## src/utd_pkg.sv

```systemverilog
`timescale 1ns / 1ps
// ----------------------------------------------------------------------------
// utd_pkg
// Shared widths, status codes and the result bundle of the UTF-8 to UTF-16
// decoder.
// ----------------------------------------------------------------------------
package utd_pkg;

    localparam int BYTE_W     = 8;
    localparam int UNIT_W     = 16;
    localparam int STATUS_W   = 2;
    localparam int CODE_W     = 32;
    // widest partial value held between bytes (6-byte lead after four
    // continuation bytes: 2 + 4 * 6 bits)
    localparam int ACC_W      = 26;
    localparam int REM_W      = 3;
    localparam int RES_MAX    = 3;
    localparam int CNT_W      = 2;
    localparam int CFG_IDX_W  = 2;
    localparam int CFG_DATA_W = 1;

    localparam logic [STATUS_W-1:0] ST_OK         = 2'd0;
    localparam logic [STATUS_W-1:0] ST_INVALID    = 2'd1;
    localparam logic [STATUS_W-1:0] ST_INCOMPLETE = 2'd2;

    localparam logic [CFG_IDX_W-1:0] REG_CONSUME_HEADER  = 2'd0;
    localparam logic [CFG_IDX_W-1:0] REG_GENERATE_HEADER = 2'd1;

    localparam logic [UNIT_W-1:0] BOM_UNIT    = 16'hFEFF;
    localparam logic [UNIT_W-1:0] BOM_SWAPPED = 16'hFFFE;
    localparam logic [UNIT_W-1:0] HI_SURR     = 16'hD800;
    localparam logic [UNIT_W-1:0] LO_SURR     = 16'hDC00;
    localparam logic [CODE_W-1:0] MAX_CODE    = 32'h0010FFFF;
    localparam logic [CODE_W-1:0] BMP_MAX     = 32'h0000FFFF;
    localparam logic [CODE_W-1:0] SUPP_BASE   = 32'h00010000;

    typedef struct packed {
        logic [RES_MAX-1:0][UNIT_W-1:0]   unit;
        logic [RES_MAX-1:0][STATUS_W-1:0] status;
        logic [CNT_W-1:0]                 count;
    } bundle_t;

endpackage

```

## src/utd_text_if.sv

```systemverilog
`timescale 1ns / 1ps
// ----------------------------------------------------------------------------
// utd_text_if
// Byte channel into the decoder.
// ----------------------------------------------------------------------------
interface utd_text_if
    import utd_pkg::*;
();
    logic              valid;
    logic              ready;
    logic [BYTE_W-1:0] text_byte;
    logic              end_of_text;

    modport source (output valid, output text_byte, output end_of_text, input ready);
    modport sink   (input valid, input text_byte, input end_of_text, output ready);
endinterface

```

## src/utd_unit_if.sv

```systemverilog
`timescale 1ns / 1ps
// ----------------------------------------------------------------------------
// utd_unit_if
// UTF-16 code unit channel out of the decoder.
// ----------------------------------------------------------------------------
interface utd_unit_if
    import utd_pkg::*;
();
    logic                valid;
    logic                ready;
    logic [UNIT_W-1:0]   code_unit;
    logic [STATUS_W-1:0] status;
    logic                last_unit;

    modport source (output valid, output code_unit, output status, output last_unit,
                    input ready);
    modport sink   (input valid, input code_unit, input status, input last_unit,
                    output ready);
endinterface

```

## src/utd_cfg_if.sv

```systemverilog
`timescale 1ns / 1ps
// ----------------------------------------------------------------------------
// utd_cfg_if
// Register write channel.
// ----------------------------------------------------------------------------
interface utd_cfg_if
    import utd_pkg::*;
();
    logic                  valid;
    logic                  ready;
    logic [CFG_IDX_W-1:0]  index;
    logic [CFG_DATA_W-1:0] data;

    modport source (output valid, output index, output data, input ready);
    modport sink   (input valid, input index, input data, output ready);
endinterface

```

## src/utd_decode.sv

```systemverilog
`timescale 1ns / 1ps
// ----------------------------------------------------------------------------
// utd_decode
// Sequence state, header registers and the per-byte decode that builds the
// bundle of up to three results for one byte.
// ----------------------------------------------------------------------------
module utd_decode
    import utd_pkg::*;
(
    input  logic                  clk,
    input  logic                  rst_n,
    input  logic                  cfg_we,
    input  logic [CFG_IDX_W-1:0]  cfg_index,
    input  logic [CFG_DATA_W-1:0] cfg_data,
    input  logic                  take,
    input  logic [BYTE_W-1:0]     text_byte,
    input  logic                  end_of_text,
    output bundle_t               bundle
);

    logic             consume_reg;
    logic             generate_reg;
    logic [ACC_W-1:0] acc_reg;
    logic [ACC_W-1:0] acc_next;
    logic [REM_W-1:0] rem_reg;
    logic [REM_W-1:0] rem_next;
    logic             first_reg;
    logic             first_next;

    logic [CODE_W-1:0] full;
    logic [CODE_W-1:0] value;
    logic [19:0]       ofs;
    logic              finish;
    logic              err;

    assign full = {acc_reg, text_byte[5:0]};
    assign ofs  = 20'(value - SUPP_BASE);

    always_comb
    begin
        logic [CNT_W-1:0] cnt;
        logic             emit_char;
        cnt        = '0;
        emit_char  = 1'b1;
        bundle     = '0;
        acc_next   = acc_reg;
        rem_next   = rem_reg;
        first_next = first_reg;
        finish     = 1'b0;
        err        = 1'b0;
        value      = full;

        if (rem_reg != '0)
        begin
            if (text_byte[7:6] != 2'b10)
            begin
                // broken sequence: drop it and the byte
                acc_next = '0;
                rem_next = '0;
                err      = 1'b1;
            end
            else
            begin
                acc_next = full[ACC_W-1:0];
                rem_next = rem_reg - 3'd1;
                finish   = (rem_reg == 3'd1);
            end
        end
        else if (!text_byte[7])
        begin
            finish = 1'b1;
            value  = {24'd0, text_byte};
        end
        else if (!text_byte[6])
        begin
            err = 1'b1;
        end
        else if (!text_byte[5])
        begin
            acc_next = {21'd0, text_byte[4:0]};
            rem_next = 3'd1;
        end
        else if (!text_byte[4])
        begin
            acc_next = {22'd0, text_byte[3:0]};
            rem_next = 3'd2;
        end
        else if (!text_byte[3])
        begin
            acc_next = {23'd0, text_byte[2:0]};
            rem_next = 3'd3;
        end
        else
        begin
            acc_next = {24'd0, text_byte[1:0]};
            rem_next = text_byte[2] ? 3'd5 : 3'd4;
        end

        if (err)
        begin
            bundle.unit[cnt]   = '0;
            bundle.status[cnt] = ST_INVALID;
            cnt                = cnt + 2'd1;
        end

        if (finish)
        begin
            if (!first_reg)
            begin
                first_next = 1'b1;
                if (value == {16'd0, BOM_UNIT} || value == {16'd0, BOM_SWAPPED})
                begin
                    emit_char = 1'b0;
                    if (!consume_reg)
                    begin
                        bundle.unit[cnt]   = BOM_UNIT;
                        bundle.status[cnt] = ST_OK;
                        cnt                = cnt + 2'd1;
                    end
                end
                else if (generate_reg)
                begin
                    bundle.unit[cnt]   = BOM_UNIT;
                    bundle.status[cnt] = ST_OK;
                    cnt                = cnt + 2'd1;
                end
            end
            if (emit_char)
            begin
                if (value > MAX_CODE)
                begin
                    bundle.unit[cnt]   = '0;
                    bundle.status[cnt] = ST_INVALID;
                    cnt                = cnt + 2'd1;
                end
                else if (value > BMP_MAX)
                begin
                    bundle.unit[cnt]   = HI_SURR + {6'd0, ofs[19:10]};
                    bundle.status[cnt] = ST_OK;
                    cnt                = cnt + 2'd1;
                    bundle.unit[cnt]   = LO_SURR + {6'd0, value[9:0]};
                    bundle.status[cnt] = ST_OK;
                    cnt                = cnt + 2'd1;
                end
                else
                begin
                    bundle.unit[cnt]   = value[UNIT_W-1:0];
                    bundle.status[cnt] = ST_OK;
                    cnt                = cnt + 2'd1;
                end
            end
        end

        if (end_of_text)
        begin
            if (rem_next != '0)
            begin
                bundle.unit[cnt]   = '0;
                bundle.status[cnt] = ST_INCOMPLETE;
                cnt                = cnt + 2'd1;
            end
            acc_next   = '0;
            rem_next   = '0;
            first_next = 1'b0;
        end

        bundle.count = cnt;
    end

    always_ff @(posedge clk or negedge rst_n)
    begin
        if (!rst_n)
        begin
            consume_reg  <= 1'b0;
            generate_reg <= 1'b0;
            acc_reg      <= '0;
            rem_reg      <= '0;
            first_reg    <= 1'b0;
        end
        else
        begin
            if (cfg_we && cfg_index == REG_CONSUME_HEADER)
            begin
                consume_reg <= cfg_data[0];
            end
            if (cfg_we && cfg_index == REG_GENERATE_HEADER)
            begin
                generate_reg <= cfg_data[0];
            end
            if (take)
            begin
                acc_reg   <= acc_next;
                rem_reg   <= rem_next;
                first_reg <= first_next;
            end
        end
    end

endmodule

```

## src/utd_serial.sv

```systemverilog
`timescale 1ns / 1ps
// ----------------------------------------------------------------------------
// utd_serial
// Result register: holds one byte's bundle and hands out its units one per
// cycle while the output is ready, marking the final one.
// ----------------------------------------------------------------------------
module utd_serial
    import utd_pkg::*;
(
    input  logic    clk,
    input  logic    rst_n,
    input  logic    load,
    input  bundle_t bundle,
    output logic    free,
    utd_unit_if.source units
);

    bundle_t          bun_reg;
    logic             vld_reg;
    logic [CNT_W-1:0] idx_reg;
    logic             fire;
    logic             at_last;

    assign at_last         = (idx_reg == bun_reg.count - 2'd1);
    assign fire            = vld_reg && units.ready;
    assign free            = !vld_reg || (fire && at_last);

    assign units.valid     = vld_reg;
    assign units.code_unit = bun_reg.unit[idx_reg];
    assign units.status    = bun_reg.status[idx_reg];
    assign units.last_unit = at_last;

    always_ff @(posedge clk or negedge rst_n)
    begin
        if (!rst_n)
        begin
            vld_reg <= 1'b0;
            idx_reg <= '0;
        end
        else if (free)
        begin
            vld_reg <= load;
            idx_reg <= '0;
        end
        else if (fire)
        begin
            idx_reg <= idx_reg + 2'd1;
        end
    end

    // payload: take a new bundle only when the old one is gone
    always_ff @(posedge clk)
    begin
        if (free && load)
        begin
            bun_reg <= bundle;
        end
    end

endmodule

```

## src/utd_in_stage.sv

```systemverilog
`timescale 1ns / 1ps
// ----------------------------------------------------------------------------
// utd_in_stage
// Input register: captures one byte so the channel can take that byte while
// the result register is still draining; a second byte waits.
// ----------------------------------------------------------------------------
module utd_in_stage
    import utd_pkg::*;
(
    input  logic              clk,
    input  logic              rst_n,
    input  logic              take,
    output logic              held,
    output logic [BYTE_W-1:0] held_byte,
    output logic              held_end,
    utd_text_if.sink          text
);

    logic              vld_reg;
    logic [BYTE_W-1:0] byte_reg;
    logic              end_reg;

    assign text.ready = !vld_reg || take;
    assign held       = vld_reg;
    assign held_byte  = byte_reg;
    assign held_end   = end_reg;

    always_ff @(posedge clk or negedge rst_n)
    begin
        if (!rst_n)
        begin
            vld_reg <= 1'b0;
        end
        else if (text.ready)
        begin
            vld_reg <= text.valid;
        end
    end

    always_ff @(posedge clk)
    begin
        if (text.ready && text.valid)
        begin
            byte_reg <= text.text_byte;
            end_reg  <= text.end_of_text;
        end
    end

endmodule

```

## src/utf8_to_utf16_decoder_top.sv

```systemverilog
`timescale 1ns / 1ps
// Path: the first code unit of a byte is offered after the byte passes the
//   input register and then the result register, when the result register
//   is free.
// Throughput: one byte per cycle while units are taken; a byte giving n units
//   holds the register until all are taken; output paces BOM and pairs.
// Reset: rst_n clears both header registers, the sequence state and all
//   valid flags at once; no clearing pass.
// ----------------------------------------------------------------------------
// utf8_to_utf16_decoder_top
// UTF-8 byte stream in, UTF-16 code units with status out.
// ----------------------------------------------------------------------------
module utf8_to_utf16_decoder_top
    import utd_pkg::*;
(
    input  logic       clk,
    input  logic       rst_n,
    utd_text_if.sink   text,
    utd_unit_if.source units,
    utd_cfg_if.sink    cfg
);

    logic              held;
    logic [BYTE_W-1:0] held_byte;
    logic              held_end;
    logic              free;
    logic              take;
    bundle_t           bundle;

    assign cfg.ready = 1'b1;
    // advance the held byte only when the result register can take its bundle
    assign take      = held && free;

    utd_in_stage u_in (
        .clk       (clk),
        .rst_n     (rst_n),
        .take      (take),
        .held      (held),
        .held_byte (held_byte),
        .held_end  (held_end),
        .text      (text)
    );

    utd_decode u_dec (
        .clk         (clk),
        .rst_n       (rst_n),
        .cfg_we      (cfg.valid),
        .cfg_index   (cfg.index),
        .cfg_data    (cfg.data),
        .take        (take),
        .text_byte   (held_byte),
        .end_of_text (held_end),
        .bundle      (bundle)
    );

    utd_serial u_ser (
        .clk    (clk),
        .rst_n  (rst_n),
        .load   (take && bundle.count != '0),
        .bundle (bundle),
        .free   (free),
        .units  (units)
    );

endmodule

```

## src/flat_wrapper.sv

```systemverilog
// flat-port wrapper written by rule: the top's interface ports become plain ports
module utf8_to_utf16_decoder_top_flat import utd_pkg::*;
  (clk, rst_n, text_valid, text_text_byte, text_end_of_text, text_ready, units_valid, units_code_unit, units_status, units_last_unit, units_ready, cfg_valid, cfg_index, cfg_data, cfg_ready);
  utd_text_if text_i ();
  utd_unit_if units_i ();
  utd_cfg_if cfg_i ();
  input  logic clk;
  input  logic rst_n;
  input wire logic [$bits(text_i.valid)-1:0] text_valid;
  input wire logic [$bits(text_i.text_byte)-1:0] text_text_byte;
  input wire logic [$bits(text_i.end_of_text)-1:0] text_end_of_text;
  output wire logic [$bits(text_i.ready)-1:0] text_ready;
  output wire logic [$bits(units_i.valid)-1:0] units_valid;
  output wire logic [$bits(units_i.code_unit)-1:0] units_code_unit;
  output wire logic [$bits(units_i.status)-1:0] units_status;
  output wire logic [$bits(units_i.last_unit)-1:0] units_last_unit;
  input wire logic [$bits(units_i.ready)-1:0] units_ready;
  input wire logic [$bits(cfg_i.valid)-1:0] cfg_valid;
  input wire logic [$bits(cfg_i.index)-1:0] cfg_index;
  input wire logic [$bits(cfg_i.data)-1:0] cfg_data;
  output wire logic [$bits(cfg_i.ready)-1:0] cfg_ready;
  assign text_i.valid = text_valid;
  assign text_i.text_byte = text_text_byte;
  assign text_i.end_of_text = text_end_of_text;
  assign text_ready = text_i.ready;
  assign units_valid = units_i.valid;
  assign units_code_unit = units_i.code_unit;
  assign units_status = units_i.status;
  assign units_last_unit = units_i.last_unit;
  assign units_i.ready = units_ready;
  assign cfg_i.valid = cfg_valid;
  assign cfg_i.index = cfg_index;
  assign cfg_i.data = cfg_data;
  assign cfg_ready = cfg_i.ready;
  utf8_to_utf16_decoder_top u_core (.clk(clk), .rst_n(rst_n), .text(text_i), .units(units_i), .cfg(cfg_i));
endmodule
```

## config.mk

```make
export PLATFORM = sky130hd
export DESIGN_NAME = utf8_to_utf16_decoder_top_flat
export DESIGN_NICKNAME = d
export VERILOG_FILES = /design/src/utd_pkg.sv /design/src/utd_text_if.sv /design/src/utd_unit_if.sv /design/src/utd_cfg_if.sv /design/src/utd_decode.sv /design/src/utd_serial.sv /design/src/utd_in_stage.sv /design/src/utf8_to_utf16_decoder_top.sv /design/src/flat_wrapper.sv
export SDC_FILE = /design/constraint.sdc
export NUM_CORES = 1
export LEC_CHECK = 0
export BUFFER_PORTS_ARGS = -buffer_cell sky130_fd_sc_hd__buf_4
export CAP_MARGIN = 25
export CORE_MARGIN = 2
export CORE_UTILIZATION = 55
export DETAILED_ROUTE_END_ITERATION = 8
export PLACE_DENSITY_LB_ADDON = 0.05
export SLEW_MARGIN = 0
export SYNTH_ARGS = -nofsm -noshare
export SYNTH_HDL_FRONTEND = slang
export SYNTH_HIERARCHICAL = 1
export SYNTH_SLANG_ARGS = --single-unit
export TNS_END_PERCENT = 100
```

## constraint.sdc

```tcl
create_clock -name clk -period 8.54 [get_ports clk]
set_clock_uncertainty 0.2 [all_clocks]
set_input_delay 0.854 -clock clk [delete_from_list [all_inputs] [get_ports clk]]
set_output_delay 0.854 -clock clk [all_outputs]
set_load 0.05 [all_outputs]
```

==> results of run 1 <==
==> power by group through the flow <==
stage / sequential, mW / clock (mW) / combinational (mW)
floorplan: 0.790 / 0 / 1.11
global placement: 0.827 / 0 / 1.39
detailed placement: 0.832 / 0 / 1.41
CTS: 0.820 / 0.345 / 1.41
global route: 0.837 / 0.365 / 1.55
finish: 0.822 / 0.339 / 1.43
==> metal layers <==
layer / GRT usage, % / share of wire, % / vias to the layer above / wire, um
met5: 0 / 0 / - / 0
met4: 9.249 / 2.0 / 0 / 315
met3: 5.798 / 7.4 / 30 / 1150
met2: 41.92 / 47 / 205 / 7306
met1: 38.01 / 43 / 2379 / 6711
li1: - / - / 2268 / -
==> cells in the mapped netlist (3+ instances only) <==
cell	instances
sky130_fd_sc_hd__buf_4	8
sky130_fd_sc_hd__edfxtp_1	65
sky130_fd_sc_hd__nand2_1	65
sky130_fd_sc_hd__buf_6	3
sky130_fd_sc_hd__a221oi_2	3
sky130_fd_sc_hd__xor2_1	3
sky130_fd_sc_hd__a221oi_1	14
sky130_fd_sc_hd__buf_2	9
sky130_fd_sc_hd__a22o_1	23
sky130_fd_sc_hd__nor2_1	44
sky130_fd_sc_hd__a32o_1	3
sky130_fd_sc_hd__o21ai_0	29
sky130_fd_sc_hd__o2bb2ai_1	3
sky130_fd_sc_hd__or2_2	3
sky130_fd_sc_hd__dfrtp_1	36
sky130_fd_sc_hd__nor3_1	14
sky130_fd_sc_hd__o31ai_1	12
sky130_fd_sc_hd__a22oi_1	3
sky130_fd_sc_hd__mux2i_1	23
sky130_fd_sc_hd__nor2b_1	6
sky130_fd_sc_hd__or3_1	4
sky130_fd_sc_hd__and2_1	6
sky130_fd_sc_hd__clkbuf_1	25
sky130_fd_sc_hd__nand2b_1	9
sky130_fd_sc_hd__o21ai_1	4
sky130_fd_sc_hd__and3_1	6
sky130_fd_sc_hd__nand3_1	24
sky130_fd_sc_hd__inv_1	19
sky130_fd_sc_hd__a21oi_1	30
sky130_fd_sc_hd__o22ai_1	10
sky130_fd_sc_hd__a32oi_1	6
sky130_fd_sc_hd__a31oi_1	6
sky130_fd_sc_hd__o21a_1	4
sky130_fd_sc_hd__nand4_1	11
sky130_fd_sc_hd__ha_1	16
==> cell type report <==
cell class | instances | share of cell area [%]
well taps | 140 | 2.674
multi-input cells | 432 | 44.10
clock buffers | 9 | 1.891
clock inverters | 7 | 1.490
repair buffers | 45 | 5.214
flip-flops and latches | 101 | 43.54
inverters | 19 | 1.089
==> path summary, 6_finish.rpt <==
| kind | depth (start not counted) | slack [ns] | end | startpoint |
|---|---|---|---|---|
| worst max-delay path | 24 | 1.39 | u_core/u_ser/bun_reg[29] | u_core/u_dec/rem_reg[0] |
| worst min-delay path | 1 | 0.23 | u_core/u_dec/acc_reg[2] | rst_n |
| worst max register to register | 24 | 1.39 | u_core/u_ser/bun_reg[29] | u_core/u_dec/rem_reg[0] |
| worst min register to register | 1 | 0.26 | u_core/u_dec/first_reg | u_core/u_in/held_end |
| max in group asynchronous | 1 | 7.58 | u_core/u_ser/units.valid | rst_n |
| min in group clk | 1 | 0.26 | u_core/u_dec/first_reg | u_core/u_in/held_end |
==> critical path: stages, from the launching register on <==
cell	delay (ns)
sky130_fd_sc_hd__dfrtp_1	0.42
sky130_fd_sc_hd__inv_1	0.11
sky130_fd_sc_hd__ha_1	0.16
sky130_fd_sc_hd__ha_1	0.48
sky130_fd_sc_hd__nand2b_1	0.10
sky130_fd_sc_hd__buf_4	0.27
sky130_fd_sc_hd__nand2_1	0.20
sky130_fd_sc_hd__ha_1	0.31
sky130_fd_sc_hd__nor4b_2	0.28
sky130_fd_sc_hd__and4_4	0.37
sky130_fd_sc_hd__nand4_2	0.12
sky130_fd_sc_hd__mux2i_2	0.28
sky130_fd_sc_hd__nor2_1	0.16
sky130_fd_sc_hd__inv_1	0.14
sky130_fd_sc_hd__ha_1	0.85
sky130_fd_sc_hd__or3_1	0.28
sky130_fd_sc_hd__nor3_1	0.07
sky130_fd_sc_hd__a311oi_1	0.45
sky130_fd_sc_hd__inv_1	0.12
sky130_fd_sc_hd__ha_1	0.29
sky130_fd_sc_hd__mux2_1	0.13
sky130_fd_sc_hd__o211a_1	0.18
sky130_fd_sc_hd__inv_1	0.07
sky130_fd_sc_hd__a31oi_4	0.13
sky130_fd_sc_hd__buf_4	0.56
==> metrics by stage <==
stage / cell area (um^2) / util, %
floorplan: 6040 / -
CTS: 6540 / 60.60
detailed placement: 6319 / 58.54
global placement: 6319 / 58.54
finish: 6551 / 60.70
global route: 6551 / 60.70
==> cell families after synthesis <==
group	Yosys count	synth area share [%]
and+or+nand+nor	213	18.11
AOI/OAI and AO/OA	170	20.78
DFF	101	47.23
buffers and inverters	66	5.179
muxes	27	4.599
adders and majority gates	16	3.315
xor gates and xnor gates	5	0.7252
other	1	0.06209
==> out/results.md, run 1 <==
| Quantity | Reported | Unit |
|:---|:---|:---|
| Result of the run | finished clean | - |
| Number of max-slew violations in the final report | 0 | - |
| Largest cells by area after synthesis | sky130_fd_sc_hd__edfxtp_1, sky130_fd_sc_hd__dfrtp_1, sky130_fd_sc_hd__nand2_1, sky130_fd_sc_hd__mux2i_1, sky130_fd_sc_hd__a22o_1 | - |
| Clock buffers created by TritonCTS | 9 | - |
| GRT Util Overall | 27.09 | % |
| Unrepaired setup endpoints after global routing | false | - |
| Area leader, netlist | sky130_fd_sc_hd__edfxtp_1 | - |
| Sw Share | 49.29 | % |
| I/O pin cnt | 39 | - |
| Fraction of final layout cells with drive strength greater than 1 | 14.85 | % |
| Highest-count cells in the layout ignoring fill and taps | sky130_fd_sc_hd__nand2_1, sky130_fd_sc_hd__edfxtp_1, sky130_fd_sc_hd__buf_4, sky130_fd_sc_hd__nor2_1, sky130_fd_sc_hd__dfrtp_1 | - |
| Combined flip-flop and latch cell area | 0.002853 | mm^2 |
| Std cell rows | 38 | - |
| Violation count after the first detailed-routing iteration | 543 | - |
| Residual antenna-violating net count after detailed routing | 0 | - |
| Die area | 0.01184 | mm^2 |
| Quantity of gates resized following cts | 0 | - |
| Pre-CTS setup slack | 1.527 | ns |
| CP Max Fanout | 56 | - |
| Clock latency at the later pin of the worst-skew pair | 0.38 | ns |
| Sequential cell area fraction in the yosys report | 47.23 | % |
| Post-CTS Setup Repair Bufs | 0 | - |
| Core area | 0.01079 | mm^2 |
| Width of the die | 108.8 | um |
| Max Clk Rate | 139.8 | MHz |
| Slew HR | 31.51 | % |
| IO Port Bufs | 37 | - |
| DR vias | 4882 | - |
| Number of cells produced by synthesis | 599 | - |
| Portion of synthesized cell area occupied by the leading cell type | 32.32 | % |
| Critical Path Sink Type | flop | - |
| Post-layout total power | 2.596 | mW |
| Routability congestion estimate | 0.9610 | - |
| Async SR Flop Fraction | 35.64 | % |
| Area growth from synthesis to layout | 8.473 | % |
| Ys flop type | sky130_fd_sc_hd__edfxtp_1 | - |
| Type of the worst min-delay path | primary input to asynchronous set/reset pin | - |
| Via count of the first global-routing pass | 4520 | - |
| Number of synthesized register bits | 101 | - |
| Flip-flop count of the largest register, all copies and words added | 56 | - |
| Post-CTS clock slew at the launch and capture registers of the worst setup and hold paths | 0.11 | ns |
| Number of synthesized flops with an enable pin | 65 | - |
| Wire length after detailed routing | 15.48 | mm |
| Remaining routing DRC violations | 0 | - |
| First-pass GRT wire length | 24.29 | mm |
| Vias per Instance | 6.483 | - |
| Fill count | 928 | - |
| Final std cells w/o fill | 753 | - |
| Cell-internal power | 1.316 | mW |
| Share of the clock period used by the worst path | 83.77 | % |
| Synthesized Nets | 632 | - |
| Switching power summed over all nets | 1.279 | mW |
| Comb pwr share | 55.3 | % |
| Hold-fix buffers at CTS | 0 | - |
| Number of antenna cells inserted | 0 | - |
| Final HPWL from detailed placement | 10.90 | mm |
| Max Cap Violations | 0 | - |
| Element type at the critical path start | flop | - |
| Sink Count | 101 | - |
| Clock network power share | 13.1 | % |
| Cell total after placement | 736 | - |
| WL/cell | 20.56 | um |
| Critical path data arrival time | 6.97 | ns |
| Total iterations of the first detailed-routing run | 5 | - |
| Setup Crit Path Kind | flop to flop | - |
| PD cells | 396.2 | mW/mm^2 |
| Worst Tran Pin Value | 1.027 | ns |
| Number of warnings printed during yosys synthesis | 6 | - |
| Synthesized area per cell | 10.08 | um^2 |
| Total number of nets in the final design | 641 | - |
| Number of buffers on the longest clock path | 2 | - |
| Required arrival time at the worst endpoint | 8.35 | ns |
| Multi-input gate area in the final layout | 0.002889 | mm^2 |
| Residual overflow from global routing | 0 | - |
| Worst setup margin | 1.386 | ns |
| Starting utilization of the core area | 55.96 | % |
| TritonCTS clock tree | built | - |
| Clock tree root buffer cell | sky130_fd_sc_hd__clkbuf_8 | - |
| Final hold vios | 0 | - |
| Worst supply voltage drop on vdd | 0.2730 | mV |
| Register share of total power | 31.7 | % |
| Mapped cell area | 0.006040 | mm^2 |
| Setup TNS after final layout | 0 | ns |
| Unique cell type count in the Yosys netlist | 75 | - |
| Initial antenna violation count | 0 | - |
| H-tree level count | 3 | - |
| Final setup violating endpoints | 0 | - |
| Leakage power | 2.481 | nW |
| Pin count of the biggest net entering global routing | 57 | - |
| Fin Hold WS | 0.2283 | ns |
| Die H | 108.8 | um |
| Min Tclk post-route | 7.154 | ns |
No activity file was read; power rests on OpenSTA's default activity.
==> run 2: changes to the inputs <==
==> constraint.sdc (replaced) <==
create_clock -name clk -period 6.3 [get_ports clk]
set_clock_uncertainty 0.2 [all_clocks]
set_input_delay 0.63 -clock clk [delete_from_list [all_inputs] [get_ports clk]]
set_output_delay 0.63 -clock clk [all_outputs]
set_load 0.05 [all_outputs]
==> run 2 against run 1 <==
Compared with the run above: via count is 1.0% higher; total power rose by 35%; wire length is 1.6% higher; critical endpoint is now u_core/u_ser/bun_reg[17]; largest power group unchanged.
==> out/results.md, run 2 (synthesized netlist as in run 1, its figures left out) <==
| Quantity | Reported | Unit | vs previous |
|:---|:---|:---|:---|
| Max Clk Rate | 172.0 | MHz | +23% |
| Clock network power share | 12.4 | % | -0.7 points |
| Final HPWL from detailed placement | 11.08 | mm | +1.7% |
| Final hold vios | 0 | - | unchanged |
| Fraction of final layout cells with drive strength greater than 1 | 15.37 | % | +0.53 points |
| Worst Tran Pin Value | 0.8566 | ns | -0.1707 ns |
| Sink Count | 101 | - | unchanged |
| Clock latency at the later pin of the worst-skew pair | 0.39 | ns | about the same |
| Pre-CTS setup slack | 0.6109 | ns | -0.9165 ns |
| GRT Util Overall | 28.37 | % | +1.3 points |
| Element type at the critical path start | flop | - |  |
| Pin count of the biggest net entering global routing | 57 | - | unchanged |
| Residual overflow from global routing | 0 | - | unchanged |
| Initial antenna violation count | 0 | - | unchanged |
| Comb pwr share | 55.9 | % | +0.6 points |
| Type of the worst min-delay path | primary input to flop | - |  |
| Cell-internal power | 1.760 | mW | +34% |
| Critical path data arrival time | 5.68 | ns | -1.29 ns |
| Worst supply voltage drop on vdd | 0.3011 | mV | +10% |
| Cell total after placement | 740 | - | +0.54% |
| Slew HR | 42.49 | % | +11 points |
| Clock buffers created by TritonCTS | 9 | - | unchanged |
| Clock tree root buffer cell | sky130_fd_sc_hd__clkbuf_8 | - |  |
| Share of the clock period used by the worst path | 92.29 | % | +8.5 points |
| Highest-count cells in the layout ignoring fill and taps | sky130_fd_sc_hd__nand2_1, sky130_fd_sc_hd__edfxtp_1, sky130_fd_sc_hd__buf_4 | - |  |
| Core area | 0.01079 | mm^2 | unchanged |
| Number of max-slew violations in the final report | 0 | - | unchanged |
| Vias per Instance | 6.505 | - | +0.34% |
| Routability congestion estimate | 0.9621 | - | +0.11% |
| Width of the die | 108.8 | um | unchanged |
| Total number of nets in the final design | 646 | - | +0.78% |
| Flip-flop count of the largest register, all copies and words added | 56 | - | unchanged |
| Result of the run | finished clean | - |  |
| Die H | 108.8 | um | unchanged |
| Leakage power | 2.504 | nW | +0.90% |
| Critical Path Sink Type | flop | - |  |
| Required arrival time at the worst endpoint | 6.17 | ns | -2.18 ns |
| WL/cell | 20.74 | um | +0.88% |
| Unrepaired setup endpoints after global routing | false | - |  |
| Area growth from synthesis to layout | 8.867 | % |  |
| Register share of total power | 31.7 | % | about the same |
| Sw Share | 49.91 | % | +0.63 points |
| DR vias | 4931 | - | +1.0% |
| Residual antenna-violating net count after detailed routing | 0 | - | unchanged |
| Switching power summed over all nets | 1.754 | mW | +37% |
| Wire length after detailed routing | 15.72 | mm | +1.6% |
| TritonCTS clock tree | built | - |  |
| Worst setup margin | 0.4858 | ns | -0.9002 ns |
| IO Port Bufs | 37 | - | unchanged |
| Std cell rows | 38 | - | unchanged |
| Number of buffers on the longest clock path | 2 | - | unchanged |
| Setup TNS after final layout | 0 | ns | unchanged |
| Number of antenna cells inserted | 0 | - | unchanged |
| Setup Crit Path Kind | flop to flop | - |  |
| Violation count after the first detailed-routing iteration | 564 | - | +3.9% |
| PD cells | 534.4 | mW/mm^2 | +35% |
| Post-CTS clock slew at the launch and capture registers of the worst setup and hold paths | 0.10 | ns | about the same |
| Total iterations of the first detailed-routing run | 6 | - | +1 |
| Post-CTS Setup Repair Bufs | 0 | - | unchanged |
| CP Max Fanout | 56 | - | unchanged |
| Via count of the first global-routing pass | 4572 | - | +1.2% |
| Max Cap Violations | 0 | - | unchanged |
| H-tree level count | 3 | - | unchanged |
| Die area | 0.01184 | mm^2 | unchanged |
| First-pass GRT wire length | 25.14 | mm | +3.5% |
| Final setup violating endpoints | 0 | - | unchanged |
| Starting utilization of the core area | 55.96 | % | unchanged |
| Remaining routing DRC violations | 0 | - | unchanged |
| Min Tclk post-route | 5.814 | ns | -1.340 ns |
| I/O pin cnt | 39 | - | unchanged |
| Final std cells w/o fill | 758 | - | +0.66% |
==> run 2: final timing paths <==
check / start / endpoint / slack [ns] / cells past startpoint
hold reg to reg: u_core/u_in/held_end / u_core/u_dec/first_reg / 0.26 / 1
setup reg to reg: u_core/u_dec/rem_reg[1] / u_core/u_ser/bun_reg[17] / 0.49 / 23
hold / removal: text_text_byte[5] / u_core/u_in/held_byte[5] / 0.21 / 1
max in group asynchronous: rst_n / u_core/u_dec/consume_reg / 5.04 / 2
min in group asynchronous: rst_n / u_core/u_dec/acc_reg[14] / 0.52 / 2
setup / recovery: u_core/u_dec/rem_reg[1] / u_core/u_ser/bun_reg[17] / 0.49 / 23
==> run 2: repair_timing <==
| action | CTS | global route |
|---|---|---|
| gates resized for setup | 0 | 0 |
| hold endpoints to repair | 3 | 0 |
| hold buffers | 1 | 0 |
==> run 2: layer usage <==
layer  up-vias  part of all wire (%)  track usage [%]
li1       2280                     -                -
met1      2370                    42            39.94
met2       250                    47            45.67
met3        31                   7.9            4.304
met4         0                   2.3            8.608
met5         -                     0                0
==> run 2: area by class of cell <==
type | instances | area [um^2]
clock buffer | 9 | 123.9
clock inverter | 7 | 81.33
fill | 941 | 4218
inverter | 19 | 71.32
multi-input combinational | 432 | 2889
sequential | 101 | 2853
tap | 140 | 175.2
timing repair buffer | 50 | 381.6
==> run 2: worst max-delay path: stages (launching register included) <==
cell,delay [ns]
sky130_fd_sc_hd__dfrtp_1,0.43
sky130_fd_sc_hd__inv_1,0.12
sky130_fd_sc_hd__ha_1,0.16
sky130_fd_sc_hd__ha_1,0.16
sky130_fd_sc_hd__nand2b_1,0.10
sky130_fd_sc_hd__nand2_1,0.19
sky130_fd_sc_hd__ha_1,0.33
sky130_fd_sc_hd__nor4b_2,0.30
sky130_fd_sc_hd__and4_4,0.37
sky130_fd_sc_hd__nand4_2,0.11
sky130_fd_sc_hd__mux2i_2,0.19
sky130_fd_sc_hd__nor2_1,0.29
sky130_fd_sc_hd__inv_1,0.16
sky130_fd_sc_hd__ha_1,0.22
sky130_fd_sc_hd__or3_1,0.42
sky130_fd_sc_hd__nor3_1,0.20
sky130_fd_sc_hd__a311oi_1,0.10
sky130_fd_sc_hd__inv_1,0.12
sky130_fd_sc_hd__ha_1,0.23
sky130_fd_sc_hd__mux2_1,0.32
sky130_fd_sc_hd__o211a_1,0.24
sky130_fd_sc_hd__inv_1,0.10
sky130_fd_sc_hd__a31oi_4,0.04
sky130_fd_sc_hd__buf_4,0.34
==> run 2: power by group through the flow <==
stage / Combinational, mW / Clock, mW / Sequential, mW
6_report: 1.96 / 0.434 / 1.12
5_1_grt: 2.12 / 0.466 / 1.14
4_1_cts: 1.94 / 0.442 / 1.11
3_5_place_dp: 1.93 / 0 / 1.13
3_3_place_gp: 1.90 / 0 / 1.12
2_1_floorplan: 1.51 / 0 / 1.06
==> run 2: per-stage QoR <==
| stage | total power, mW | instance area (um^2) | hold WS [ns] | util [%] |
|---|---|---|---|---|
| floorplan | 2.571 | 6058 | 0.1344 | - |
| global placement | 3.022 | 6349 | 0.2387 | 58.82 |
| detailed placement | 3.059 | 6349 | 0.2420 | 58.82 |
| CTS | 3.492 | 6564 | 0.2009 | 60.82 |
| global route | 3.722 | 6575 | 0.2002 | 60.92 |
| finish | 3.514 | 6575 | 0.2052 | 60.92 |
==> run 3: changes to the inputs <==
--- a/config.mk
+++ b/config.mk
@@ -5,6 +5,7 @@
 export SDC_FILE = /design/constraint.sdc
 export NUM_CORES = 1
 export LEC_CHECK = 0
+export ABC_CLOCK_PERIOD_IN_PS = 4690
 export BUFFER_PORTS_ARGS = -buffer_cell sky130_fd_sc_hd__buf_4
 export CAP_MARGIN = 25
 export CORE_MARGIN = 2
@@ -16,4 +17,4 @@
 export SYNTH_HDL_FRONTEND = slang
 export SYNTH_HIERARCHICAL = 1
 export SYNTH_SLANG_ARGS = --single-unit
-export TNS_END_PERCENT = 100
+export TNS_END_PERCENT = 50
==> constraint.sdc (replaced) <==
create_clock -name clk -period 4.69 [get_ports clk]
set_clock_uncertainty 0.2 [all_clocks]
set_input_delay 0.469 -clock clk [delete_from_list [all_inputs] [get_ports clk]]
set_output_delay 0.469 -clock clk [all_outputs]
set_load 0.05 [all_outputs]
==> run 3 against run 2 <==
Compared with the run above: sequential cell count unchanged; critical path depth increased by 2; hold slack got worse by 0.14 ns; register-to-register slack worse by 0.37 ns; die area unchanged; maximum frequency up 27%; sequential power grew 31%; critical endpoint is now u_core/u_ser/bun_reg[15]; highest routed layer unchanged.
==> out/results.md, run 3 (synthesized netlist as in run 1, its figures left out) <==
| Quantity | Reported | Unit | vs previous |
|:---|:---|:---|:---|
| Number of max-slew violations in the final report | 0 | - | unchanged |
| Worst supply voltage drop on vdd | 0.4364 | mV | +45% |
| Share of the clock period used by the worst path | 97.61 | % | +5.3 points |
| Critical Path Sink Type | flop | - |  |
| Number of antenna cells inserted | 0 | - | unchanged |
| Number of buffers and inverters on the critical path | 7 | - | +2 |
| Max Clk Rate | 218.4 | MHz | +27% |
| Slew HR | 43.31 | % | +0.82 points |
| Clock tree root buffer cell | sky130_fd_sc_hd__clkbuf_8 | - |  |
| Critical path data arrival time | 4.50 | ns | -1.18 ns |
| DR vias | 5211 | - | +5.7% |
| PD cells | 729.5 | mW/mm^2 | +37% |
| Hold Path Stages | 1 | - | unchanged |
| Vias per Instance | 6.530 | - | +0.38% |
| Violation count after the first detailed-routing iteration | 546 | - | -3.2% |
| Fin Hold WS | 0.06547 | ns | -0.1398 ns |
| Clock network power share | 11.7 | % | -0.7 points |
| WL/cell | 21.12 | um | +1.8% |
| Register share of total power | 28.2 | % | -3.5 points |
| Pin count of the biggest net entering global routing | 57 | - | unchanged |
| Critical register-to-register path endpoint | u_core/u_ser/bun_reg[15] | - |  |
| Cell total after placement | 767 | - | +3.6% |
| Final HPWL from detailed placement | 11.59 | mm | +4.6% |
| Commonest non-fill, non-tap cell in the layout | sky130_fd_sc_hd__buf_4 | - |  |
| GRT Util Overall | 28.27 | % | -0.097 points |
| Element type at the critical path start | flop | - |  |
| R2R Setup Slk | 0.11 | ns | -0.37 ns |
| Leakage power | 2.757 | nW | +10% |
| First-pass GRT wire length | 25.31 | mm | +0.69% |
| Via count of the first global-routing pass | 4791 | - | +4.8% |
| IO Port Bufs | 37 | - | unchanged |
| Final hold vios | 0 | - | unchanged |
| Remaining routing DRC violations | 0 | - | unchanged |
| Clock buffers created by TritonCTS | 9 | - | unchanged |
| Core area | 0.01079 | mm^2 | unchanged |
| Sink Count | 101 | - | unchanged |
| Required arrival time at the worst endpoint | 4.62 | ns | -1.55 ns |
| Cell count along the critical path | 25 | - | +8.7% |
| Max Cap Violations | 0 | - | unchanged |
| Die H | 108.8 | um | unchanged |
| Placed cell area | 0.006686 | mm^2 | +5.3% |
| Worst path slowest cell | sky130_fd_sc_hd__dfrtp_1 | - |  |
| Setup TNS after final layout | 0 | ns | unchanged |
| Critical path's largest stage delay | 0.42 | ns | about the same |
| TritonCTS clock tree | built | - |  |
| Fraction of final layout cells with drive strength greater than 1 | 23.56 | % | +8.2 points |
| Final setup violating endpoints | 0 | - | unchanged |
| Hold path endpoint | u_core/u_in/held_byte[7] | - |  |
| Most frequent cell on the critical path | sky130_fd_sc_hd__ha_4 | - |  |
| Wire length after detailed routing | 16.85 | mm | +7.2% |
| Starting utilization of the core area | 55.96 | % | unchanged |
| Unrepaired setup endpoints after global routing | true | - |  |
| Width of the die | 108.8 | um | unchanged |
| Total number of nets in the final design | 686 | - | +6.2% |
| Sw Share | 48.01 | % | -1.9 points |
| Cell-internal power | 2.705 | mW | +54% |
| Min Tclk post-route | 4.578 | ns | -1.236 ns |
| Area growth from synthesis to layout | 18.07 | % |  |
| H-tree level count | 3 | - | unchanged |
| Register-to-Register Path Depth | 25 | - | +8.7% |
| Worst Tran Pin Value | 0.8483 | ns | -0.008241 ns |
| Switching power summed over all nets | 2.497 | mW | +42% |
| Flip-flop count of the largest register, all copies and words added | 56 | - | unchanged |
| Startpoint of the tightest hold check path | text_text_byte[7] | - |  |
| Cell family with most CP delay | simple AND/OR/NAND/NOR gates | - |  |
| CP Max Fanout | 14 | - | -75% |
| Type of the worst min-delay path | primary input to flop | - |  |
| Total iterations of the first detailed-routing run | 6 | - | unchanged |
| Residual antenna-violating net count after detailed routing | 0 | - | unchanged |
| Post-CTS clock slew at the launch and capture registers of the worst setup and hold paths | 0.10 | ns | about the same |
| Post-Layout Inst Area | 0.007131 | mm^2 | +8.4% |
| Highest-count cells in the layout ignoring fill and taps | sky130_fd_sc_hd__buf_4, sky130_fd_sc_hd__edfxtp_1, sky130_fd_sc_hd__nand2_1 | - |  |
| Critical register-to-register path startpoint | u_core/u_dec/rem_reg[0] | - |  |
| Result of the run | finished clean | - |  |
| Std cell rows | 38 | - | unchanged |
| I/O pin cnt | 39 | - | unchanged |
| Comb pwr share | 60.1 | % | +4.2 points |
| Number of buffers on the longest clock path | 2 | - | unchanged |
| Final std cells w/o fill | 798 | - | +5.3% |
| Initial antenna violation count | 0 | - | unchanged |
| Die area | 0.01184 | mm^2 | unchanged |
| Routability congestion estimate | 0.9729 | - | +1.1% |
| Residual overflow from global routing | 0 | - | unchanged |
| Clock latency at the later pin of the worst-skew pair | 0.37 | ns | -0.02 ns |
| Setup Crit Path Kind | flop to flop | - |  |
-- run 3: cell types whose count changed in the layout (fill, tap and decap cells not counted), sizes merged --
cell    delta
buf       +38
bufinv     +1
clkbuf     +2
inv        -1
-- run 3: cell type report --
| type | count | area, um^2 |
|---|---|---|
| timing repair buffer | 90 | 764.5 |
| multi-input combinational | 432 | 3047 |
| fill | 870 | 3662 |
| inverter | 19 | 71.32 |
| tap | 140 | 175.2 |
| clock inverter | 7 | 96.34 |
| clock buffer | 9 | 123.9 |
| sequential | 101 | 2853 |
-- run 3: routing by layer --
metal / up-vias / GRT usage [%] / wire, um
met5: - / 0 / 0
met4: 0 / 9.524 / 561
met3: 54 / 5.738 / 1442
met2: 306 / 45.85 / 7993
met1: 2488 / 38.06 / 6856
li1: 2363 / - / -
-- run 3: through the flow --
step                      util [%]  total power [mW]  setup WS [ns]
after global routing         66.07             5.488       -0.02727
final                        66.07             5.202         0.1120
after CTS                    64.09             4.934       0.002462
after detailed placement     61.95             4.325        0.01807
after global placement       61.85             4.265         0.1178
after floorplan                  -             3.574        -0.9655
-- run 3: power groups by stage --
stage          logic [mW]  clock network, mW  registers, mW
2_1_floorplan        2.15                  0           1.42
4_1_cts              2.84              0.624           1.47
3_3_place_gp         2.79                  0           1.47
6_report             3.12              0.611           1.47
3_5_place_dp         2.84                  0           1.49
5_1_grt              3.33              0.659           1.50
-- run 3: timing repair --
action / CTS / global route
resized for setup: 0 / 13
setup endpoints to repair: 0 / 86
endpoints found under the hold margin: 36 / 0
buffers inserted: 0 / 9
hold buffers: 1 / 0
-- run 3: worst max-delay path by stage --
stage | start | end | slack [ns]
after floorplan | u_core/u_dec/rem_reg[1] | u_core/u_ser/bun_reg[0] | -0.97
after global placement | u_core/u_dec/rem_reg[1] | u_core/u_ser/bun_reg[49] | 0.12
after detailed placement | u_core/u_dec/rem_reg[0] | u_core/u_ser/bun_reg[12] | 0.02
after CTS | u_core/u_dec/rem_reg[0] | u_core/u_ser/bun_reg[52] | 0.002
after global routing | u_core/u_dec/rem_reg[0] | u_core/u_ser/bun_reg[27] | -0.03
final | u_core/u_dec/rem_reg[0] | u_core/u_ser/bun_reg[15] | 0.11
